**src/rtl/met_pkg.sv**
```systemverilog
// Package for the Mandelbrot escape-time core: widths, reset values,
// register indexes, controller states and the structs between modules.
// No dependencies.
`timescale 1ns / 1ps
`default_nettype none

package met_pkg;

	localparam int FRAC_BITS  = 26;
	localparam int COORD_W    = 12;
	localparam int ORIGIN_W   = 32;
	localparam int STEP_W     = 22;
	localparam int LIMIT_W    = 34;
	localparam int ITER_W     = 8;
	localparam int CFG_IDX_W  = 3;
	localparam int CFG_DATA_W = 34;

	// position * step is COORD_W+STEP_W+1 bits signed; one more for the origin add
	localparam int OFF_W = COORD_W + STEP_W + 1;
	localparam int C_W   = OFF_W + 1;
	// a component at or above 2^MAG_W squares to more than any escape limit
	localparam int MAG_W = (LIMIT_W + FRAC_BITS) / 2;
	localparam int PROD_W = 2 * MAG_W;
	localparam int SQ_W  = PROD_W - FRAC_BITS;
	localparam int X2_W  = SQ_W + 1;
	localparam int T_W   = C_W + 2;

	localparam logic signed [ORIGIN_W-1:0] RE_ORIGIN_RST = -32'sd134217728;
	localparam logic signed [ORIGIN_W-1:0] IM_ORIGIN_RST = -32'sd67108864;
	localparam logic signed [STEP_W-1:0]   RE_STEP_RST   = 22'sd40960;
	localparam logic signed [STEP_W-1:0]   IM_STEP_RST   = 22'sd32768;
	localparam logic [LIMIT_W-1:0]         LIMIT_RST     = 34'd1342177280;
	localparam logic [ITER_W-1:0]          MAX_ITERS_RST = 8'd255;

	typedef enum logic [CFG_IDX_W-1:0] {
		REG_RE_ORIGIN = 3'd0,
		REG_IM_ORIGIN = 3'd1,
		REG_RE_STEP   = 3'd2,
		REG_IM_STEP   = 3'd3,
		REG_LIMIT     = 3'd4,
		REG_MAX_ITERS = 3'd5
	} cfg_reg_t;

	typedef enum logic [2:0] {
		ST_IDLE,
		ST_LOAD,
		ST_ADD,
		ST_MUL,
		ST_FIN
	} state_t;

	typedef struct packed {
		logic signed [ORIGIN_W-1:0] re_origin;
		logic signed [ORIGIN_W-1:0] im_origin;
		logic signed [STEP_W-1:0]   re_step;
		logic signed [STEP_W-1:0]   im_step;
		logic [LIMIT_W-1:0]         escape_limit;
		logic [ITER_W-1:0]          max_iters;
	} cfg_t;

	typedef struct packed {
		logic capture;
		logic load;
		logic step;
		logic mul;
		logic fin;
	} cmd_t;

	typedef struct packed {
		logic done;
	} sts_t;

endpackage

`default_nettype wire

```
**src/rtl/met_cfg.sv**
```systemverilog
// Configuration register file of the escape-time core.
// Depends on met_pkg.
`timescale 1ns / 1ps
`default_nettype none

module met_cfg import met_pkg::*; (
	input  wire logic                  clk,
	input  wire logic                  arst_n,
	input  wire logic                  cfg_valid,
	output logic                       cfg_ready,
	input  wire logic [CFG_IDX_W-1:0]  cfg_index,
	input  wire logic [CFG_DATA_W-1:0] cfg_data,
	output cfg_t                       cfg
);

	cfg_t regs_q;

	assign cfg_ready = 1'b1;
	assign cfg       = regs_q;

	always_ff @(posedge clk or negedge arst_n) begin
		if (!arst_n) begin
			regs_q.re_origin    <= RE_ORIGIN_RST;
			regs_q.im_origin    <= IM_ORIGIN_RST;
			regs_q.re_step      <= RE_STEP_RST;
			regs_q.im_step      <= IM_STEP_RST;
			regs_q.escape_limit <= LIMIT_RST;
			regs_q.max_iters    <= MAX_ITERS_RST;
		end else if (cfg_valid && cfg_ready) begin
			case (cfg_reg_t'(cfg_index))
				REG_RE_ORIGIN: regs_q.re_origin    <= cfg_data[ORIGIN_W-1:0];
				REG_IM_ORIGIN: regs_q.im_origin    <= cfg_data[ORIGIN_W-1:0];
				REG_RE_STEP:   regs_q.re_step      <= cfg_data[STEP_W-1:0];
				REG_IM_STEP:   regs_q.im_step      <= cfg_data[STEP_W-1:0];
				REG_LIMIT:     regs_q.escape_limit <= cfg_data[LIMIT_W-1:0];
				REG_MAX_ITERS: regs_q.max_iters    <= cfg_data[ITER_W-1:0];
				default: begin
				end
			endcase
		end
	end

endmodule

`default_nettype wire

```
**config.mk**
```make
export PLATFORM = sky130hd
export DESIGN_NAME = met_cfg
export DESIGN_NICKNAME = d
export VERILOG_FILES = /design/src/rtl/met_pkg.sv /design/src/rtl/met_cfg.sv
export SDC_FILE = /design/constraint.sdc
export NUM_CORES = 1
export LEC_CHECK = 0
export BUFFER_PORTS_ARGS = -buffer_cell sky130_fd_sc_hd__buf_2
export CORE_UTILIZATION = 34
export DETAILED_ROUTE_END_ITERATION = 8
export SYNTH_ARGS = -nofsm -noshare
export SYNTH_HDL_FRONTEND = slang
export SYNTH_SLANG_ARGS = --single-unit
```
**constraint.sdc**
```tcl
create_clock -name clk -period 1.4 [get_ports clk]
set_input_delay 0.35 -clock clk [delete_from_list [all_inputs] [get_ports clk]]
set_output_delay 0.35 -clock clk [all_outputs]
set_load 0.005 [all_outputs]
```
==> metrics, run 1 <==
run status finished, violations left; violations in the final reports negative setup slack; maximum fanout count along the critical path 2; nature of the critical path startpoint flip-flop; share of synthesized cell area in and, or, nand and nor gates under 10%; Flop pwr share roughly 46%; first-pass GRT wire length roughly 22000 µm; final setup slack of the worst path -0.0117 ns; via count of the first global-routing pass 3956; sequential element share of the synthesized area 66.4%; global-route usage over all layers 16.3%; count of nets left with antenna violations after detail routing 0; DRC errors left 0; DR vias/cell between 4 and 5; maximum buffer depth of the clock tree 2; proportion of synthesized area in mux cells roughly 30%; net count reported at finish a little under 600; number of instances in the synthesized netlist roughly 320; ANT cells 0; fraction of the mapped netlist area in compound gates 0%; Post-Synth XOR/XNOR Area 0%; Max Slew Vio Count 0; average wire length per cell after detail routing between 15 and 20 µm; placed cell count roughly 730; Core Region 16100 µm²; worst-path cell chain buf_6; clock network fraction of design power approximately 36%; share of total power consumed by net switching around a quarter; number of failing hold endpoints at the final stage 0; area share of the leading cell type in the synthesized netlist 55.4%; Yosys reg bits 150; number of warnings reported in the yosys synthesis log 0; count of buffers inserted at the top-level ports around 190; count of buffer and inverter cells on the critical path 1; placer congestion estimate just over 0.7; level count of the clock H-tree 4; Avg Inst Size Synth 17.6 µm²; Layout Area Growth over Synthesis 35.7%; most common cell after layout, fill and taps aside sky130_fd_sc_hd__buf_2; pre-CTS WS -0.301 ns; endpoints failing setup 6; category of cells accounting for the largest share of critical-path delay flip-flops; violation count after the first detailed-route iteration slightly above 90; post-route clock period utilization 101%; Clk Tree Root Cell sky130_fd_sc_hd__clkbuf_16; hold crit path type primary input to flip-flop; Congestion Overflow GR 0; synthesized area 5690 µm²; CTS tree yes; sw power ~3.2 mW; flip-flop count of the largest register, all copies and words added 150; row cnt 46; largest area contributor in the netlist sky130_fd_sc_hd__dfrtp_1; wire length reported by the detailed router 13100 µm; Leak Pwr roughly 3.7 nW; IO Count 191; horizontal extent of the die between 100 and 150 µm; most frequent cells in the layout sky130_fd_sc_hd__buf_2 (179), sky130_fd_sc_hd__dfrtp_1 (126), sky130_fd_sc_hd__mux2_2 (87); arrival time of data at the critical path endpoint approximately 1.1 ns; die area around 17000 µm²; half-perimeter wire length of the detailed placement result around 9600 µm; FF+latch area between 3000 and 4000 µm²; worst vdd rail ir drop 0.773 mV; initial standard-cell utilization of the core between 30% and 40%; post-route non-filler standard cell count ~770; slowest cell delay on critical path 0.55 ns; DRT Pass-1 Iters 3; unrepaired setup endpoints after global routing yes; post-synth net total between 300 and 400; largest net degree at the start of global routing 34; Internal between 9 and 10 mW; Power per Cell Area 1660 nW/µm²; area of the multi-input gates 1800 µm²; minimum period implied by the final worst setup slack between 1 and 1.5 ns; clock skew after layout 0 ns; startpoint-to-endpoint class of the critical path flip-flop to primary output; FILL cells approximately 1500; Max-Cap Viols 0; worst path required time between 1 and 1.5 ns; combinational cell fraction of total power a little under a fifth; die span in y between 100 and 150 µm; fraction of layout instances using a drive strength above 1 around 64%; synth top area cells sky130_fd_sc_hd__dfrtp_1 (55%), sky130_fd_sc_hd__mux2_2 (17%), sky130_fd_sc_hd__mux2_1 (12%); Fmax achieved around 700 MHz; number of clock sinks 150; number of different library cells in the post-synthesis netlist 12; CTS clock-pin slew for the worst setup and hold paths 0.06 ns; clock insertion delay at the later pin of the skew report 0.41 ns; type of destination of the critical path primary output; number of buffers added by the clock tree synthesis step 17; total number of vias 3530; main combinational cell family by area after synthesis multiplexers; synthesized-area fraction occupied by adder cells 0%; cell with the largest stage delay on the worst path sky130_fd_sc_hd__dfstp_2; number of antenna violations at the first check in global routing 0
-- power groups by stage --
| stage | Combinational [mW] | Sequential, mW | Clock (mW) |
|---|---|---|---|
| floorplan | 0.829 | 6.00 | 0 |
| global placement | 2.32 | 5.90 | 0 |
| detailed placement | 2.38 | 5.95 | 0 |
| CTS | 2.42 | 5.89 | 4.70 |
| global route | 2.63 | 6.03 | 4.89 |
| finish | 2.40 | 5.89 | 4.56 |
-- final timing paths --
kind	from	endpoint	slack, ns	depth (start not counted)
min in group asynchronous	arst_n	cfg[72]$_DFFE_PN0P_	0.41	2
max in group asynchronous	arst_n	cfg[114]$_DFFE_PN1P_	0.44	3
min reg2reg	cfg[108]$_DFFE_PN0P_	cfg[108]$_DFFE_PN0P_	0.48	1
max	cfg[1]$_DFFE_PN1P_	cfg[1]	-0.01	1
min	cfg_data[32]	cfg[40]$_DFFE_PN0P_	0.16	2
max reg2reg	cfg[116]$_DFFE_PN1P_	cfg[116]$_DFFE_PN1P_	0.55	2
-- routing by layer --
layer | track usage [%] | wire, µm | share of wire, %
met4 | 6.98 | 281 | 2.1
met2 | 25.0 | 6100 | 46
met5 | 0 | 0 | 0
met3 | 6.91 | 1130 | 8.6
met1 | 20.0 | 5620 | 43
-- timing repair --
item,4_1_cts,5_1_grt
endpoints found under the hold margin,27,0
endpoints found under the setup margin,24,24
cloned,0,0
hold buffers,1,0
resized for setup,2,7
buffers inserted,2,0
pin swaps,0,0
-- final cells by class --
cell class,instances,share of cell area (%)
clock inverters,12,2.01
repair buffers,212,16.6
clock buffers,20,5.65
flip-flops and latches,150,49.0
well taps,216,3.50
multi-input cells,157,23.3
-- worst register-to-register path, stage by stage (launching register included) --
cell	delay [ns]
sky130_fd_sc_hd__dfstp_2	0.37
sky130_fd_sc_hd__buf_4	0.12
sky130_fd_sc_hd__mux2_1	0.28
-- cell usage after synthesis --
master	instances
sky130_fd_sc_hd__dfrtp_1	126
sky130_fd_sc_hd__mux2_2	87
sky130_fd_sc_hd__mux2_1	63
sky130_fd_sc_hd__dfstp_2	24
sky130_fd_sc_hd__buf_6	9
sky130_fd_sc_hd__buf_2	4
sky130_fd_sc_hd__buf_4	3
sky130_fd_sc_hd__nand4b_1	2
sky130_fd_sc_hd__nor4bb_1	2
sky130_fd_sc_hd__and4bb_2	1
sky130_fd_sc_hd__conb_1	1
sky130_fd_sc_hd__nor4b_4	1
-- cells by family (layout without fill, tap and decap cells) --
family        after synthesis  in the layout
buf+inv                    16            244
flops                     150            150
simple gates                6              6
mux                       150            150
other cells                 1              1
-- metrics by stage --
step	TNS [ns]	utilization [%]	total power [mW]	hold WS [ns]	cell area [µm²]
after floorplan	0	-	6.83	0.0544	5690
after global placement	-25.27	43.8	8.22	0.273	7050
after detailed placement	-26.58	43.8	8.33	0.282	7050
after CTS	-0.539	47.7	13.0	0.138	7680
after global routing	-0.836	47.9	13.6	0.146	7730
final	-0.0318	47.9	12.9	0.162	7730
(Power assumes the default switching activity.)
==> run 2, diff against run 1 <==
--- a/config.mk
+++ b/config.mk
@@ -6,8 +6,10 @@
 export NUM_CORES = 1
 export LEC_CHECK = 0
 export BUFFER_PORTS_ARGS = -buffer_cell sky130_fd_sc_hd__buf_2
-export CORE_UTILIZATION = 34
+export CORE_UTILIZATION = 50
 export DETAILED_ROUTE_END_ITERATION = 8
+export PLACE_DENSITY = 0.79
+export SKIP_CTS_REPAIR_TIMING = 1
 export SYNTH_ARGS = -nofsm -noshare
 export SYNTH_HDL_FRONTEND = slang
 export SYNTH_SLANG_ARGS = --single-unit
==> metrics, run 2 (same netlist as run 1, synthesis figures left out) <==
Hold Crit Start cfg_data[32]; half-perimeter wire length of the detailed placement result 8830 µm; number of buffers added by the clock tree synthesis step 17; Layout Area Growth over Synthesis 35.2%; wire length reported by the detailed router 12600 µm; slowest cell delay on critical path 0.55 ns; row cnt 38; count of buffers inserted at the top-level ports roughly 190; post-route clock period utilization 101%; area of the multi-input gates between 1500 and 2000 µm²; die span in y about 110 µm; run status finished, violations left; ANT cells 0; FILL cells 755; launching instance or port of the critical path cfg[0]$_DFFE_PN1P_; minimum period implied by the final worst setup slack 1.41 ns; fraction of layout instances using a drive strength above 1 64.5%; violation count after the first detailed-route iteration roughly 110; placer congestion estimate around 0.72; nature of the critical path startpoint flip-flop; total non-filler cell area in the finished layout 7700 µm²; clock insertion delay at the later pin of the skew report roughly 0.42 ns; Congestion Overflow GR 0; worst min-delay path endpoint cfg[40]$_DFFE_PN0P_; number of clock sinks 150; placed inst area 6930 µm²; unrepaired setup endpoints after global routing yes; count of nets left with antenna violations after detail routing 0; CTS tree yes; global-route usage over all layers 23.1%; Max-Cap Viols 0; CTS clock-pin slew for the worst setup and hold paths ~0.06 ns; most frequent cells in the layout sky130_fd_sc_hd__buf_2 (172), sky130_fd_sc_hd__dfrtp_1 (126), sky130_fd_sc_hd__mux2_2 (87); number of instances on the worst hold path 2; IO Count 191; net count reported at finish about 570; worst-path cell chain buf_6; arrival time of data at the critical path endpoint 1.06 ns; Power per Cell Area 1730 nW/µm²; via count of the first global-routing pass approximately 3800; maximum fanout count along the critical path 2; DR vias/cell between 5 and 6; endpoints failing setup 5; largest net degree at the start of global routing between 40 and 50; initial standard-cell utilization of the core ~52%; FF+latch area 3780 µm²; startpoint-to-endpoint class of the critical path flip-flop to primary output; flip-flop count of the largest register, all copies and words added 150; Register-to-Register Path Depth 1; worst reg2reg path endpoint cfg[16]$_DFFE_PN0P_; Fmax achieved slightly above 700 MHz; number of failing hold endpoints at the final stage 0; Leak Pwr approximately 3.7 nW; worst path required time ~1.1 ns; maximum buffer depth of the clock tree 2; horizontal extent of the die between 100 and 150 µm; Clk Tree Root Cell sky130_fd_sc_hd__clkbuf_16; count of buffer and inverter cells on the critical path 1; DRT Pass-1 Iters 4; Core Region between 10000 and 15000 µm²; DRC errors left 0; die area approximately 12000 µm²; hold crit path type primary input to flip-flop; Max Slew Vio Count 0; level count of the clock H-tree 4; worst vdd rail ir drop 1.17 mV; clock skew after layout 0 ns; final setup slack of the worst path -0.00734 ns; most common cell after layout, fill and taps aside sky130_fd_sc_hd__buf_2; cell with the largest stage delay on the worst path sky130_fd_sc_hd__dfstp_2; first-pass GRT wire length between 15000 and 20000 µm; violations in the final reports negative setup slack; category of cells accounting for the largest share of critical-path delay flip-flops; Total Neg Setup Slack -0.0197 ns; type of destination of the critical path primary output; register-to-register setup slack 0.58 ns; beginning of the worst register-to-register path cfg[16]$_DFFE_PN0P_; average wire length per cell after detail routing ~18 µm; number of antenna violations at the first check in global routing 0; total number of vias 3505
run 2: cell count changes in the layout (fill, tap and decap cells not counted):
cell	change
sky130_fd_sc_hd__inv_6	+1
sky130_fd_sc_hd__clkbuf_8	+2
sky130_fd_sc_hd__clkinvlp_4	+1
sky130_fd_sc_hd__clkbuf_1	-3
sky130_fd_sc_hd__buf_2	-7
sky130_fd_sc_hd__buf_12	+1
sky130_fd_sc_hd__clkinv_2	+1
sky130_fd_sc_hd__bufinv_16	+2
sky130_fd_sc_hd__clkinv_4	-4
sky130_fd_sc_hd__buf_6	+7
sky130_fd_sc_hd__buf_4	-8
run 2: how the worst max path moves through the flow:
stage                     cells past startpoint  slack (ns)                    to
after global placement                        4       -0.22   cfg[41]$_DFFE_PN0P_
after global routing                          1       -0.05                cfg[3]
after detailed placement                      4       -0.26   cfg[10]$_DFFE_PN0P_
after floorplan                               3       0.002  cfg[139]$_DFFE_PN0P_
final                                         1      -0.007                cfg[0]
after CTS                                     1       -0.03                cfg[0]
run 2: power by group:
part	internal (mW)	switching [mW]	total (mW)
registers	5.41	0.489	5.90
logic	1.45	0.983	2.43
clock network	3.25	1.74	4.98
run 2: metrics by stage:
stage / power, mW / worst slack, ns / util, % / hold slack (ns) / std cells
after floorplan: 6.83 / 0.00185 / - / 0.0544 / 323
after global placement: 8.13 / -0.218 / 63.1 / 0.223 / 651
after detailed placement: 8.29 / -0.264 / 63.1 / 0.225 / 651
after CTS: 13.3 / -0.0284 / 69.1 / -0.221 / 683
after global routing: 14.0 / -0.0514 / 70.1 / 0.148 / 684
final: 13.3 / -0.00734 / 70.1 / 0.152 / 684
run 2: cell type report:
cell class                      count  share of cell area [%]
Sequential cell                   150                    49.2
Clock inverter                     13                    2.62
Multi-Input combinational cell    157                    23.3
Clock buffer                       19                    5.88
Tap cell                          140                    2.28
Timing Repair Buffer              205                    16.7
run 2: layer usage:
layer	track usage, %	share of wire, %	vias up
li1	-	-	1570
met1	27.7	41	1794
met2	37.7	50	127
met3	9.03	7.2	14
met4	8.30	1.4	0
met5	0	0	-
