### config.mk
export PLATFORM = sky130hd
export DESIGN_NAME = met_ctrl
export DESIGN_NICKNAME = d
export VERILOG_FILES = /design/src/rtl/met_pkg.sv /design/src/rtl/met_ctrl.sv
export SDC_FILE = /design/constraint.sdc
export NUM_CORES = 1
export LEC_CHECK = 0
export ABC_CLOCK_PERIOD_IN_PS = 1600
export BUFFER_PORTS_ARGS = -buffer_cell sky130_fd_sc_hd__buf_2
export CORE_AREA = 4 4 41 43
export CTS_BUF_LIST = sky130_fd_sc_hd__clkbuf_8 sky130_fd_sc_hd__clkbuf_16
export DETAILED_ROUTE_END_ITERATION = 12
export DIE_AREA = 0 0 45 47
export PLACE_DENSITY = 0.36
export SYNTH_ARGS = -nofsm -noshare
export SYNTH_HDL_FRONTEND = slang
export SYNTH_SLANG_ARGS = --single-unit
### constraint.sdc
create_clock -name clk -period 1.6 [get_ports clk]
set_clock_uncertainty 0.15 [all_clocks]
set_input_delay 0.16 -clock clk [delete_from_list [all_inputs] [get_ports clk]]
set_output_delay 0.16 -clock clk [all_outputs]
set_load 0.02 [all_outputs]
### src/rtl/met_pkg.sv
// Package for the Mandelbrot escape-time core: widths, reset values,
// register indexes, controller states and the structs between modules.
// No dependencies.
`timescale 1ns / 1ps
`default_nettype none

package met_pkg;

	localparam int FRAC_BITS  = 26;
	localparam int COORD_W    = 12;
	localparam int ORIGIN_W   = 32;
	localparam int STEP_W     = 22;
	localparam int LIMIT_W    = 34;
	localparam int ITER_W     = 8;
	localparam int CFG_IDX_W  = 3;
	localparam int CFG_DATA_W = 34;

	// position * step is COORD_W+STEP_W+1 bits signed; one more for the origin add
	localparam int OFF_W = COORD_W + STEP_W + 1;
	localparam int C_W   = OFF_W + 1;
	// a component at or above 2^MAG_W squares to more than any escape limit
	localparam int MAG_W = (LIMIT_W + FRAC_BITS) / 2;
	localparam int PROD_W = 2 * MAG_W;
	localparam int SQ_W  = PROD_W - FRAC_BITS;
	localparam int X2_W  = SQ_W + 1;
	localparam int T_W   = C_W + 2;

	localparam logic signed [ORIGIN_W-1:0] RE_ORIGIN_RST = -32'sd134217728;
	localparam logic signed [ORIGIN_W-1:0] IM_ORIGIN_RST = -32'sd67108864;
	localparam logic signed [STEP_W-1:0]   RE_STEP_RST   = 22'sd40960;
	localparam logic signed [STEP_W-1:0]   IM_STEP_RST   = 22'sd32768;
	localparam logic [LIMIT_W-1:0]         LIMIT_RST     = 34'd1342177280;
	localparam logic [ITER_W-1:0]          MAX_ITERS_RST = 8'd255;

	typedef enum logic [CFG_IDX_W-1:0] {
		REG_RE_ORIGIN = 3'd0,
		REG_IM_ORIGIN = 3'd1,
		REG_RE_STEP   = 3'd2,
		REG_IM_STEP   = 3'd3,
		REG_LIMIT     = 3'd4,
		REG_MAX_ITERS = 3'd5
	} cfg_reg_t;

	typedef enum logic [2:0] {
		ST_IDLE,
		ST_LOAD,
		ST_ADD,
		ST_MUL,
		ST_FIN
	} state_t;

	typedef struct packed {
		logic signed [ORIGIN_W-1:0] re_origin;
		logic signed [ORIGIN_W-1:0] im_origin;
		logic signed [STEP_W-1:0]   re_step;
		logic signed [STEP_W-1:0]   im_step;
		logic [LIMIT_W-1:0]         escape_limit;
		logic [ITER_W-1:0]          max_iters;
	} cfg_t;

	typedef struct packed {
		logic capture;
		logic load;
		logic step;
		logic mul;
		logic fin;
	} cmd_t;

	typedef struct packed {
		logic done;
	} sts_t;

endpackage

`default_nettype wire

### src/rtl/met_ctrl.sv
// Controller state machine of the escape-time core: sequences load, add and
// multiply steps and owns both handshakes. Depends on met_pkg.
`timescale 1ns / 1ps
`default_nettype none

module met_ctrl import met_pkg::*; (
	input  wire logic clk,
	input  wire logic arst_n,
	input  wire logic in_valid,
	output logic      in_stall,
	output logic      out_valid,
	input  wire logic out_stall,
	input  wire sts_t sts,
	output cmd_t      cmd
);

	state_t state_q, state_d;
	logic   out_valid_q;

	always_ff @(posedge clk or negedge arst_n) begin
		if (!arst_n) begin
			state_q <= ST_IDLE;
		end else begin
			state_q <= state_d;
		end
	end

	always_comb begin
		state_d = state_q;
		cmd     = '0;
		case (state_q)
			ST_IDLE: begin
				if (in_valid) begin
					cmd.capture = 1'b1;
					state_d     = ST_LOAD;
				end
			end
			ST_LOAD: begin
				cmd.load = 1'b1;
				state_d  = ST_ADD;
			end
			ST_ADD: begin
				cmd.step = 1'b1;
				state_d  = sts.done ? ST_FIN : ST_MUL;
			end
			ST_MUL: begin
				cmd.mul = 1'b1;
				state_d = ST_ADD;
			end
			ST_FIN: begin
				if (!out_valid_q || !out_stall) begin
					cmd.fin = 1'b1;
					state_d = ST_IDLE;
				end
			end
			default: begin
				state_d = ST_IDLE;
			end
		endcase
	end

	always_ff @(posedge clk or negedge arst_n) begin
		if (!arst_n) begin
			out_valid_q <= 1'b0;
		end else if (cmd.fin) begin
			out_valid_q <= 1'b1;
		end else if (!out_stall) begin
			out_valid_q <= 1'b0;
		end
	end

	assign in_stall  = (state_q != ST_IDLE);
	assign out_valid = out_valid_q;

	a_accept_loads: assert property (@(posedge clk) disable iff (!arst_n)
		(in_valid && !in_stall) |=> (state_q == ST_LOAD))
		else $error("accepted word not followed by load");

	a_mul_then_add: assert property (@(posedge clk) disable iff (!arst_n)
		(state_q == ST_MUL) |=> (state_q == ST_ADD))
		else $error("multiply step not followed by add step");

	a_valid_from_fin: assert property (@(posedge clk) disable iff (!arst_n)
		$rose(out_valid_q) |-> $past(state_q == ST_FIN))
		else $error("result raised outside finish state");

	a_fin_waits: assert property (@(posedge clk) disable iff (!arst_n)
		(state_q == ST_FIN && out_valid_q && out_stall) |=> (state_q == ST_FIN))
		else $error("finish left while output register is held");

endmodule

`default_nettype wire

==> results of run 1 <==
[metal layers]
metal  up-vias  wire [um]
met1       102        266
li1        114          -
met3         0         48
met4         0          0
met2         9        287
met5         -          0
[Yosys cell counts]
| library cell | n |
|---|---|
| buf_4 | 1 |
| or3_1 | 1 |
| nand2_1 | 2 |
| inv_1 | 2 |
| nand2b_1 | 2 |
| dfrtp_1 | 4 |
| a21oi_2 | 1 |
| or3b_1 | 1 |
| nor3b_1 | 2 |
| nor3_1 | 1 |
| a21oi_1 | 2 |
| a211oi_1 | 1 |
| nor2_1 | 1 |
| nand4b_1 | 1 |
| nand3b_1 | 1 |
[power breakdown]
| group | switching [mW] | leakage (nW) | internal (mW) |
|---|---|---|---|
| logic | 0.218 | 0.113 | 0.173 |
| registers | 0.0468 | 0.0509 | 0.147 |
| clock network | 0.0491 | 0.0216 | 0.160 |
[stage by stage]
| step | power, mW | worst slack (ns) | cell area, um2 |
|---|---|---|---|
| after CTS | 0.802 | 0.00581 | 363 |
| after global placement | 0.523 | 0.187 | 290 |
| after detailed placement | 0.529 | 0.170 | 290 |
| final | 0.794 | 0.0162 | 365 |
| after global routing | 0.852 | -0.0134 | 365 |
| after floorplan | 0.415 | 0.0540 | 216 |
[area by class of cell]
class	instances	area, um2	area share (%)
multi-input combinational	16	104	28.4
sequential	4	101	27.7
timing repair buffer	15	92.6	25.3
clock buffer	3	41.3	11.3
tap	15	18.8	5.14
inverter	2	7.51	2.05
[final timing paths]
path                                           to  cells after the start
min                         out_valid$_DFFE_PN0P_                      3
max                                        cmd[0]                      3
max in group asynchronous  state_q[1]$_DFFE_PN0P_                      2
min in group asynchronous   out_valid$_DFFE_PN0P_                      2
max reg2reg                state_q[0]$_DFFE_PN0P_                      3
min reg2reg                state_q[2]$_DFFE_PN0P_                      1
[cell families after synthesis]
kind of cell,share of synthesized area [%]
compound gates,12.1
flops,46.2
buf+inv,6.94
simple gates,34.7
[registers in the layout (all words and copies together) (netlist names)]
signal / count
state_q: 3
out_valid: 1
[worst min-delay path: stages]
cell	delay [ns]
buf_2	0.10
nand2_1	0.05
nand2_1	0.05
[timing repair]
item	CTS	global route
pin swaps	0	1
hold endpoints to repair	4	0
endpoints found under the setup margin	2	2
hold buffers	1	0
setup buffers	2	0
resized for setup	3	1
==> run_summary.xml, run 1 <==
<?xml version="1.0" encoding="UTF-8"?>
<metrics>
  <group name="outcome">
    <metric name="status" unit="">completed</metric>
  </group>
  <group name="yosys">
    <metric name="yosys.cell_types.count" unit="">15</metric>
    <metric name="syn_inst" unit="">23</metric>
    <metric name="yosys_warnings" unit="">0</metric>
    <metric name="synth.ff_latch_count" unit="">4</metric>
    <metric name="top_cells_by_area_in_the_synthesized_netlist" unit="">dfrtp_1 46%, nor3b_1 6.9%, nand2b_1 5.8%</metric>
    <metric name="seq_area_frac_synth" unit="%">46.2</metric>
    <metric name="post_synth.cell_area_avg" unit="um2">9.41</metric>
    <metric name="post-synth-top-area-cell" unit="">dfrtp_1</metric>
    <metric name="synth_top_cell_area_share" unit="%">46.2</metric>
    <metric name="syn-cell-area" unit="um2">216</metric>
    <metric name="post_synthesis_net_count" unit="">28</metric>
  </group>
  <group name="final_layout">
    <metric name="postLayoutCoreUtil" unit="%">28.1</metric>
    <metric name="n_fill_cell" unit="">155</metric>
    <metric name="instances_no_fill" unit="">55</metric>
    <metric name="area_growth_syn_to_layout" unit="%">68.8</metric>
    <metric name="finalNetCount" unit="">47</metric>
    <metric name="final_cell_mix" unit="">9 x buf_2, 5 x buf_4, 3 x clkbuf_8, 3 x dfrtp_1</metric>
    <metric name="antenna-diode-count" unit="">0</metric>
    <metric name="final_layout_size_suffix_gt1_share" unit="%">50.0</metric>
    <metric name="layout.cells.most_common" unit="">buf_2</metric>
  </group>
  <group name="sta">
    <metric name="fmaxAchievable" unit="MHz">631</metric>
    <metric name="number_of_setup_violations_in_the_final_report" unit="">0</metric>
    <metric name="final_max_slew_viol_count" unit="">0</metric>
    <metric name="slew_headroom" unit="%">87.2</metric>
    <metric name="fin_setup_tns" unit="ns">0</metric>
    <metric name="timing_worst_slew_pin_value" unit="ns">0.190</metric>
    <metric name="fin_worst_hold_slack" unit="ns">0.0379</metric>
    <metric name="finalCritPeriodShare" unit="%">99.0</metric>
    <metric name="rsz0062_at_grt" unit="">yes</metric>
    <metric name="hold_viol_final" unit="">0</metric>
    <metric name="final_worst_path_period_need" unit="ns">1.58</metric>
  </group>
  <group name="worst_setup_path">
    <metric name="critical_path.startpoint_type" unit="">register</metric>
    <metric name="worst_setup_path_startpoint" unit="">state_q[1]$_DFFE_PN0P_</metric>
    <metric name="cp_slowest_stage_delay" unit="ns">0.41</metric>
    <metric name="critPathTopFamily" unit="">flip-flops</metric>
    <metric name="worst-setup-path-type" unit="">register to primary output</metric>
    <metric name="timing.critical_path.fanout_max" unit="">4</metric>
    <metric name="critical_path.cell_chain" unit="">or3b_4 -&gt; a21oi_2 -&gt; buf_4</metric>
    <metric name="setup.reg_to_reg.worst_slack" unit="ns">0.43</metric>
    <metric name="crit_end_element" unit="">primary output</metric>
    <metric name="worst-path-buf-inv" unit="">1</metric>
    <metric name="critical_path_data_required_time" unit="ns">1.29</metric>
    <metric name="worst_ep_arrival_time" unit="ns">1.27</metric>
    <metric name="crit_slowest_cell" unit="">dfrtp_2</metric>
    <metric name="worstReg2RegStart" unit="">state_q[1]$_DFFE_PN0P_</metric>
  </group>
  <group name="global_routing">
    <metric name="gr-usage-met3" unit="%">5.75</metric>
    <metric name="grt_pass1_vias" unit="">236</metric>
    <metric name="global_route.usage.total" unit="%">7.60</metric>
    <metric name="antenna_violations_before_repair" unit="">0</metric>
    <metric name="grt_max_degree" unit="">7</metric>
    <metric name="global_route_met2_utilization" unit="%">11.3</metric>
    <metric name="global_route.overflow_total" unit="">0</metric>
    <metric name="grt_first_pass_wirelength" unit="um">1080</metric>
    <metric name="busiest_layer" unit="">met2</metric>
    <metric name="met1_track_demand_over_resource" unit="%">8.70</metric>
  </group>
  <group name="die">
    <metric name="io_pins" unit="">12</metric>
    <metric name="std_cell_rows" unit="">13</metric>
    <metric name="chipHeight" unit="um">47</metric>
    <metric name="initial_utilization" unit="%">16.6</metric>
    <metric name="floorplan.die.width" unit="um">45</metric>
    <metric name="die-area" unit="mm2">0.00212</metric>
    <metric name="core-area" unit="mm2">0.00130</metric>
  </group>
  <group name="place">
    <metric name="placedCellCount" unit="">49</metric>
    <metric name="placement.io_buffers" unit="">11</metric>
    <metric name="dpl_hpwl" unit="um">455</metric>
    <metric name="place.gp.congestion" unit="">0.691</metric>
  </group>
  <group name="routing">
    <metric name="route.antenna.remaining_nets" unit="">0</metric>
    <metric name="vias" unit="">225</metric>
    <metric name="via_per_inst" unit="">4.09</metric>
    <metric name="number_of_drc_markers_after_the_initial_detailed_route_iteration" unit="">3</metric>
    <metric name="drt_pre_antenna_iters" unit="">4</metric>
    <metric name="detail_routed_net_length_per_standard_cell" unit="um">11.0</metric>
    <metric name="drt_drc_violations_left" unit="">0</metric>
    <metric name="wirelength" unit="um">603</metric>
  </group>
  <group name="min_path">
    <metric name="hold_path_class" unit="">input port to register</metric>
    <metric name="hold_path_startpoint" unit="">out_stall</metric>
  </group>
  <group name="clock_tree">
    <metric name="cts_inserted_buffers" unit="">3</metric>
    <metric name="max-clock-path-buffers" unit="">2</metric>
    <metric name="clkSlewWorstSetupHoldPaths" unit="ns">0.03</metric>
    <metric name="tritoncts_num_sinks" unit="">4</metric>
    <metric name="worst_skew_pair.late_latency" unit="ns">0.21</metric>
    <metric name="cts-htree-levels" unit="">1</metric>
    <metric name="cts_root_buf" unit="">clkbuf_8</metric>
    <metric name="cts_tree" unit="">yes</metric>
  </group>
  <group name="power">
    <metric name="power.leakage" unit="nW">0.185</metric>
    <metric name="power.ir.vdd_worst" unit="uV">853</metric>
    <metric name="power_density" unit="mW/mm2">2170</metric>
  </group>
  <group name="job">
    <metric name="cap_violations" unit="">0</metric>
  </group>
</metrics>
(Power assumes the default switching activity.)
==> inputs of run 2 (changes only) <==
--- a/config.mk
+++ b/config.mk
@@ -5,13 +5,14 @@
 export SDC_FILE = /design/constraint.sdc
 export NUM_CORES = 1
 export LEC_CHECK = 0
+export ABC_AREA = 1
 export ABC_CLOCK_PERIOD_IN_PS = 1600
 export BUFFER_PORTS_ARGS = -buffer_cell sky130_fd_sc_hd__buf_2
 export CORE_AREA = 4 4 41 43
 export CTS_BUF_LIST = sky130_fd_sc_hd__clkbuf_8 sky130_fd_sc_hd__clkbuf_16
 export DETAILED_ROUTE_END_ITERATION = 12
 export DIE_AREA = 0 0 45 47
-export PLACE_DENSITY = 0.36
+export PLACE_DENSITY = 0.35
 export SYNTH_ARGS = -nofsm -noshare
 export SYNTH_HDL_FRONTEND = slang
 export SYNTH_SLANG_ARGS = --single-unit
==> run 2 against run 1 <==
Compared with the run above:
- sequential power is 6% lower
- routed wire length is 15% lower
- synthesized cell count is 22% higher
- design area is 7.9% lower
- maximum frequency is 8.5% higher
- power is 9.2% lower
==> run_summary.xml, run 2 <==
<?xml version="1.0" encoding="UTF-8"?>
<metrics>
  <group name="global_routing">
    <metric name="global_route.overflow_total" unit="">0</metric>
    <metric name="grt_first_pass_wirelength" unit="um">807</metric>
    <metric name="grt_pass1_vias" unit="">210</metric>
    <metric name="grt_max_degree" unit="">7</metric>
    <metric name="antenna_violations_before_repair" unit="">0</metric>
    <metric name="global_route.usage.total" unit="%">5.78</metric>
  </group>
  <group name="yosys">
    <metric name="synth_top_cell_area_share" unit="%">47.3</metric>
    <metric name="synth.ff_latch_count" unit="">4</metric>
    <metric name="synth-compound-area-share" unit="%">8.88</metric>
    <metric name="synth_enable_flop_cells" unit="">0</metric>
    <metric name="dominantRegCellSynth" unit="">dfrtp_1</metric>
    <metric name="syn-cell-area" unit="um2">211</metric>
    <metric name="post_synth_xor_area_fraction" unit="%">0</metric>
    <metric name="top_cells_by_area_in_the_synthesized_netlist" unit="">dfrtp_1 47%, inv_1 11%, nand2_1 8.9%</metric>
    <metric name="post_synth.cell_area_avg" unit="um2">7.55</metric>
    <metric name="post-synth-top-area-cell" unit="">dfrtp_1</metric>
    <metric name="synth_adder_area_share" unit="%">0</metric>
    <metric name="syn_inst" unit="">28</metric>
    <metric name="muxShareOfSynthArea" unit="%">0</metric>
    <metric name="yosys.cell_types.count" unit="">12</metric>
    <metric name="yosys.area_share.simple" unit="%">31.4</metric>
    <metric name="seq_area_frac_synth" unit="%">47.3</metric>
    <metric name="post_synth_most_frequent_cells" unit="">6 x inv_1, 5 x nand2_1, 4 x dfrtp_1</metric>
    <metric name="post_synthesis_net_count" unit="">33</metric>
    <metric name="synth_top_family_by_area" unit="">simple AND/OR/NAND/NOR gates</metric>
    <metric name="synthMostInstantiatedCell" unit="">inv_1</metric>
    <metric name="yosys_warnings" unit="">0</metric>
    <metric name="postSynth.asyncResetShare" unit="%">100</metric>
  </group>
  <group name="clock_tree">
    <metric name="tritoncts_num_sinks" unit="">4</metric>
    <metric name="worst_skew_pair.late_latency" unit="ns">0.21</metric>
    <metric name="cts-htree-levels" unit="">1</metric>
    <metric name="cts_tree" unit="">yes</metric>
    <metric name="clkSlewWorstSetupHoldPaths" unit="ns">0.03</metric>
    <metric name="post-cts-setup-buffer-count" unit="">0</metric>
    <metric name="cts_root_buf" unit="">clkbuf_8</metric>
    <metric name="cts_inserted_buffers" unit="">3</metric>
    <metric name="cts_resized" unit="">0</metric>
    <metric name="max-clock-path-buffers" unit="">2</metric>
  </group>
  <group name="power">
    <metric name="power.leakage" unit="nW">0.206</metric>
    <metric name="power.ir.vdd_worst" unit="uV">825</metric>
    <metric name="design_power_total" unit="mW">0.721</metric>
    <metric name="power_density" unit="mW/mm2">2140</metric>
  </group>
  <group name="min_path">
    <metric name="hold_depth" unit="">2</metric>
    <metric name="hold_path_class" unit="">input port to register</metric>
  </group>
  <group name="worst_setup_path">
    <metric name="ff2ff_path_depth" unit="">4</metric>
    <metric name="worst_setup_path_startpoint" unit="">state_q[1]$_DFFE_PN0P_</metric>
    <metric name="crit_slowest_cell" unit="">dfrtp_1</metric>
    <metric name="crit_end_element" unit="">primary output</metric>
    <metric name="worst-setup-path-type" unit="">register to primary output</metric>
    <metric name="critical_path_data_required_time" unit="ns">1.29</metric>
    <metric name="r2r_path_end" unit="">state_q[0]$_DFFE_PN0P_</metric>
    <metric name="setup.reg_to_reg.worst_slack" unit="ns">0.49</metric>
    <metric name="worstReg2RegStart" unit="">state_q[1]$_DFFE_PN0P_</metric>
    <metric name="critical_path.cell_chain" unit="">nor2_2 -&gt; nand2_1 -&gt; nor2_1 -&gt; buf_2</metric>
    <metric name="timing.critical_path.fanout_max" unit="">4</metric>
    <metric name="critical_path.startpoint_type" unit="">register</metric>
    <metric name="worst_ep_arrival_time" unit="ns">1.15</metric>
    <metric name="endpoint" unit="">cmd[0]</metric>
    <metric name="cp_slowest_stage_delay" unit="ns">0.40</metric>
  </group>
  <group name="routing">
    <metric name="detail_routed_net_length_per_standard_cell" unit="um">8.81</metric>
    <metric name="route.antenna.remaining_nets" unit="">0</metric>
    <metric name="number_of_drc_markers_after_the_initial_detailed_route_iteration" unit="">4</metric>
    <metric name="via_per_inst" unit="">3.78</metric>
    <metric name="vias" unit="">219</metric>
    <metric name="wirelength" unit="um">511</metric>
    <metric name="drt_pre_antenna_iters" unit="">2</metric>
    <metric name="drt_drc_violations_left" unit="">0</metric>
  </group>
  <group name="final_layout">
    <metric name="seq_area" unit="um2">100</metric>
    <metric name="layout.cells.most_common" unit="">buf_2</metric>
    <metric name="area_growth_syn_to_layout" unit="%">59.2</metric>
    <metric name="top_register" unit="">state_q</metric>
    <metric name="final_layout_size_suffix_gt1_share" unit="%">39.5</metric>
    <metric name="antenna-diode-count" unit="">0</metric>
    <metric name="n_fill_cell" unit="">162</metric>
    <metric name="finalNetCount" unit="">50</metric>
    <metric name="multi_input_area" unit="um2">85.1</metric>
    <metric name="number_of_flip_flops_under_the_largest_register_name" unit="">3</metric>
    <metric name="final_cell_mix" unit="">11 x buf_2, 6 x inv_1, 5 x nand2_1</metric>
    <metric name="instances_no_fill" unit="">58</metric>
  </group>
  <group name="place">
    <metric name="placedCellCount" unit="">54</metric>
    <metric name="dpl_hpwl" unit="um">420</metric>
    <metric name="placement.io_buffers" unit="">11</metric>
    <metric name="place.gp.congestion" unit="">0.612</metric>
    <metric name="dpl_worst_slack" unit="ns">0.359</metric>
  </group>
  <group name="die">
    <metric name="initial_utilization" unit="%">16.3</metric>
    <metric name="std_cell_rows" unit="">13</metric>
    <metric name="io_pins" unit="">12</metric>
    <metric name="floorplan.die.width" unit="um">45</metric>
    <metric name="chipHeight" unit="um">47</metric>
    <metric name="core-area" unit="mm2">0.00130</metric>
    <metric name="die-area" unit="mm2">0.00212</metric>
  </group>
  <group name="sta">
    <metric name="final_max_slew_viol_count" unit="">0</metric>
    <metric name="timing_worst_slew_pin_value" unit="ns">0.201</metric>
    <metric name="timing.final.ws_setup" unit="ns">0.140</metric>
    <metric name="fin_setup_tns" unit="ns">0</metric>
    <metric name="final_worst_path_period_need" unit="ns">1.46</metric>
    <metric name="number_of_setup_violations_in_the_final_report" unit="">0</metric>
    <metric name="finalCritPeriodShare" unit="%">91.3</metric>
    <metric name="fmaxAchievable" unit="MHz">685</metric>
    <metric name="slew_headroom" unit="%">86.6</metric>
    <metric name="rsz0062_at_grt" unit="">no</metric>
    <metric name="hold_viol_final" unit="">0</metric>
  </group>
  <group name="job">
    <metric name="cap_violations" unit="">0</metric>
  </group>
  <group name="outcome">
    <metric name="status" unit="">completed</metric>
  </group>
</metrics>
## run 2: layout make-up
| type | instances | share of cell area [%] |
|---|---|---|
| flip-flops and latches | 4 | 29.7 |
| multi-input cells | 17 | 25.3 |
| repair buffers | 12 | 19.3 |
| clock buffers | 3 | 12.3 |
| inverters | 7 | 7.81 |
| well taps | 15 | 5.58 |
## run 2: cell families (layout without fill, tap and decap cells)
group,after synthesis,in the layout
AOI/OAI and AO/OA,3,3
buffers and inverters,7,22
and+or+nand+nor,14,14
DFF,4,4
## run 2: repair_timing
item                                    in CTS  in global routing
hold endpoints to repair                     4                  0
endpoints found under the setup margin       0                  0
hold buffers                                 1                  0
## run 2: worst min path at each step
stage                      start                      to
after global placement    arst_n  state_q[2]$_DFFE_PN0P_
after CTS                    sts  state_q[1]$_DFFE_PN0P_
after floorplan           arst_n   out_valid$_DFFE_PN0P_
after global routing         sts  state_q[1]$_DFFE_PN0P_
after detailed placement  arst_n  state_q[1]$_DFFE_PN0P_
final                        sts  state_q[1]$_DFFE_PN0P_
## run 2: report_power, final
group	internal (mW)	total (mW)	leakage, nW	switching [mW]
Clock	0.160	0.206	0.0216	0.0465
Combinational	0.110	0.333	0.133	0.223
Sequential	0.143	0.181	0.0516	0.0385
## run 2: layer usage
layer  part of all wire [%]  GRT usage [%]  vias to the layer above  wire [um]
li1                       -              -                      118          -
met1                     43           5.50                       96        220
met2                     51           8.76                        5        259
met3                    6.1           2.30                        0         31
met4                      0           7.02                        0          0
met5                      0              0                        -          0
## run 2: worst max-delay path: cells and delay by family, from the launching register on
family	cells	cell delay (ns)
buf+inv	1	0.16
flops	1	0.40
simple gates	3	0.37
## run 2: metrics by stage
step / cell area (um2) / hold WS [ns] / util [%]
6_report: 337 / 0.00456 / 25.9
3_3_place_gp: 285 / -0.183 / 21.9
2_1_floorplan: 211 / -0.286 / -
5_1_grt: 337 / 0.00904 / 25.9
3_5_place_dp: 285 / -0.182 / 21.9
4_1_cts: 337 / 0.00300 / 25.9
==> inputs of run 3 (changes only) <==
--- a/config.mk
+++ b/config.mk
@@ -10,9 +10,11 @@
 export BUFFER_PORTS_ARGS = -buffer_cell sky130_fd_sc_hd__buf_2
 export CORE_AREA = 4 4 41 43
 export CTS_BUF_LIST = sky130_fd_sc_hd__clkbuf_8 sky130_fd_sc_hd__clkbuf_16
+export CTS_CLUSTER_DIAMETER = 150
 export DETAILED_ROUTE_END_ITERATION = 12
 export DIE_AREA = 0 0 45 47
 export PLACE_DENSITY = 0.35
+export SETUP_SLACK_MARGIN = 0.4
 export SYNTH_ARGS = -nofsm -noshare
 export SYNTH_HDL_FRONTEND = slang
 export SYNTH_SLANG_ARGS = --single-unit
==> run 3 against run 2 <==
Compared with the run above:
- cell count increased by 8.6%
- register-to-register slack about the same
- count of clock-buffer cells in the layout unchanged
- maximum frequency is 6.1% higher
- sequential power rose by 9%
- sequential share of layout area decreased by 6.5 points
- setup slack improved by 0.084 ns
- global-route usage increased by 1.1 points
- combinational power rose by 67%
- clock power is essentially flat
- critical endpoint is now cmd[4]
==> run_summary.xml, run 3 (synthesis results as in run 2) <==
<?xml version="1.0" encoding="UTF-8"?>
<metrics>
  <group name="global_routing">
    <metric name="grt_pass1_vias" unit="">255</metric>
    <metric name="grt_max_degree" unit="">5</metric>
    <metric name="global_route.overflow_total" unit="">0</metric>
    <metric name="antenna_violations_before_repair" unit="">0</metric>
    <metric name="grt_first_pass_wirelength" unit="um">972</metric>
    <metric name="global_route.usage.total" unit="%">6.90</metric>
  </group>
  <group name="worst_setup_path">
    <metric name="worst_ep_arrival_time" unit="ns">1.07</metric>
    <metric name="critical_path_data_required_time" unit="ns">1.29</metric>
    <metric name="timing.critical_path.fanout_max" unit="">4</metric>
    <metric name="critical_path.startpoint_type" unit="">register</metric>
    <metric name="crit_end_element" unit="">primary output</metric>
    <metric name="worst-setup-path-type" unit="">register to primary output</metric>
  </group>
  <group name="final_layout">
    <metric name="area_growth_syn_to_layout" unit="%">109</metric>
    <metric name="postLayoutCoreUtil" unit="%">33.9</metric>
    <metric name="antenna-diode-count" unit="">0</metric>
    <metric name="n_fill_cell" unit="">143</metric>
    <metric name="finalNetCount" unit="">55</metric>
    <metric name="final_layout_size_suffix_gt1_share" unit="%">66.7</metric>
    <metric name="top_register" unit="">state_q</metric>
    <metric name="layout.cells.most_common" unit="">buf_2</metric>
    <metric name="number_of_flip_flops_under_the_largest_register_name" unit="">3</metric>
    <metric name="final_cell_mix" unit="">7 x buf_2, 5 x buf_4, 4 x inv_1, 4 x buf_6</metric>
  </group>
  <group name="die">
    <metric name="io_pins" unit="">12</metric>
    <metric name="chipHeight" unit="um">47</metric>
    <metric name="floorplan.die.width" unit="um">45</metric>
    <metric name="core-area" unit="mm2">0.00130</metric>
    <metric name="std_cell_rows" unit="">13</metric>
    <metric name="die-area" unit="mm2">0.00212</metric>
    <metric name="initial_utilization" unit="%">16.3</metric>
  </group>
  <group name="routing">
    <metric name="vias" unit="">254</metric>
    <metric name="via_per_inst" unit="">4.03</metric>
    <metric name="route.antenna.remaining_nets" unit="">0</metric>
    <metric name="drt_pre_antenna_iters" unit="">4</metric>
    <metric name="wirelength" unit="um">627</metric>
    <metric name="number_of_drc_markers_after_the_initial_detailed_route_iteration" unit="">2</metric>
    <metric name="detail_routed_net_length_per_standard_cell" unit="um">9.95</metric>
    <metric name="drt_drc_violations_left" unit="">0</metric>
  </group>
  <group name="clock_tree">
    <metric name="max-clock-path-buffers" unit="">2</metric>
    <metric name="cts_inserted_buffers" unit="">3</metric>
    <metric name="cts_root_buf" unit="">clkbuf_8</metric>
    <metric name="clkSlewWorstSetupHoldPaths" unit="ns">0.03</metric>
    <metric name="tritoncts_num_sinks" unit="">4</metric>
    <metric name="worst_skew_pair.late_latency" unit="ns">0.21</metric>
    <metric name="cts-htree-levels" unit="">1</metric>
    <metric name="cts_tree" unit="">yes</metric>
  </group>
  <group name="outcome">
    <metric name="status" unit="">completed</metric>
  </group>
  <group name="place">
    <metric name="dpl_hpwl" unit="um">433</metric>
    <metric name="placement.io_buffers" unit="">11</metric>
    <metric name="place.gp.congestion" unit="">0.707</metric>
  </group>
  <group name="sta">
    <metric name="timing_worst_slew_pin_value" unit="ns">0.151</metric>
    <metric name="finalCritPeriodShare" unit="%">86.0</metric>
    <metric name="rsz0062_at_grt" unit="">yes</metric>
    <metric name="slew_headroom" unit="%">89.8</metric>
    <metric name="hold_viol_final" unit="">0</metric>
    <metric name="final_worst_path_period_need" unit="ns">1.38</metric>
    <metric name="number_of_setup_violations_in_the_final_report" unit="">0</metric>
    <metric name="fin_setup_tns" unit="ns">0</metric>
    <metric name="final_max_slew_viol_count" unit="">0</metric>
    <metric name="fmaxAchievable" unit="MHz">727</metric>
  </group>
  <group name="min_path">
    <metric name="hold_path_class" unit="">input port to register</metric>
  </group>
  <group name="power">
    <metric name="power_density" unit="mW/mm2">2170</metric>
    <metric name="power.ir.vdd_worst" unit="uV">773</metric>
    <metric name="power.leakage" unit="nW">0.236</metric>
  </group>
  <group name="job">
    <metric name="cap_violations" unit="">0</metric>
  </group>
</metrics>
## run 3: power by group
part | internal [mW] | switching [mW] | leakage, nW | total, mW
combinational | 0.256 | 0.299 | 0.165 | 0.555
sequential | 0.147 | 0.0499 | 0.0489 | 0.197
clock | 0.160 | 0.0469 | 0.0216 | 0.207
## run 3: repair_timing
item                       in CTS  in global routing
hold endpoints to repair        4                  0
pin swaps                       3                  1
hold buffers                    1                  0
gates resized for setup        10                  7
setup buffers                   4                  1
setup endpoints to repair       6                  6
## run 3: worst paths after layout
kind	slack (ns)	start	cells after the start	to
hold reg to reg	0.35	out_valid$_DFFE_PN0P_	2	out_valid$_DFFE_PN0P_
max in group asynchronous	1.05	arst_n	2	state_q[1]$_DFFE_PN0P_
hold / removal	0.006	sts	2	state_q[1]$_DFFE_PN0P_
setup / recovery	0.22	state_q[0]$_DFFE_PN0P_	4	cmd[4]
min in group asynchronous	0.12	arst_n	2	out_valid$_DFFE_PN0P_
setup reg to reg	0.49	state_q[0]$_DFFE_PN0P_	5	state_q[0]$_DFFE_PN0P_
## run 3: layer usage
| layer | vias up | GRT usage [%] | wire length, um |
|---|---|---|---|
| met2 | 7 | 13.6 | 388 |
| met4 | 0 | 8.77 | 0 |
| met1 | 118 | 4.84 | 207 |
| li1 | 129 | - | - |
| met5 | - | 0 | 0 |
| met3 | 0 | 1.15 | 31 |
## run 3: final cells by class
type	count	area, um2	area share (%)
inverters	7	28.8	6.52
clock buffers	3	41.3	9.35
repair buffers	17	128	28.9
multi-input cells	17	123	27.8
well taps	15	18.8	4.25
flip-flops and latches	4	103	23.2
## run 3: per-stage QoR
| stage | hold slack, ns | cells | area (um2) | worst slack [ns] | power [mW] |
|---|---|---|---|---|---|
| 3_3_place_gp | -0.183 | 54 | 303 | 0.346 | 0.543 |
| 5_1_grt | 0.0201 | 63 | 442 | 0.168 | 1.02 |
| 6_report | 0.00582 | 63 | 442 | 0.224 | 0.958 |
| 3_5_place_dp | -0.183 | 54 | 303 | 0.339 | 0.547 |
| 4_1_cts | 0.00122 | 62 | 412 | 0.203 | 0.893 |
| 2_1_floorplan | -0.286 | 28 | 229 | 0.360 | 0.439 |
## run 3: critical path, cell delays in order, from the launching register on
cell	delay, ns
dfrtp_1	0.40
nor2_4	0.16
nand2_2	0.09
nor2_4	0.08
buf_6	0.11
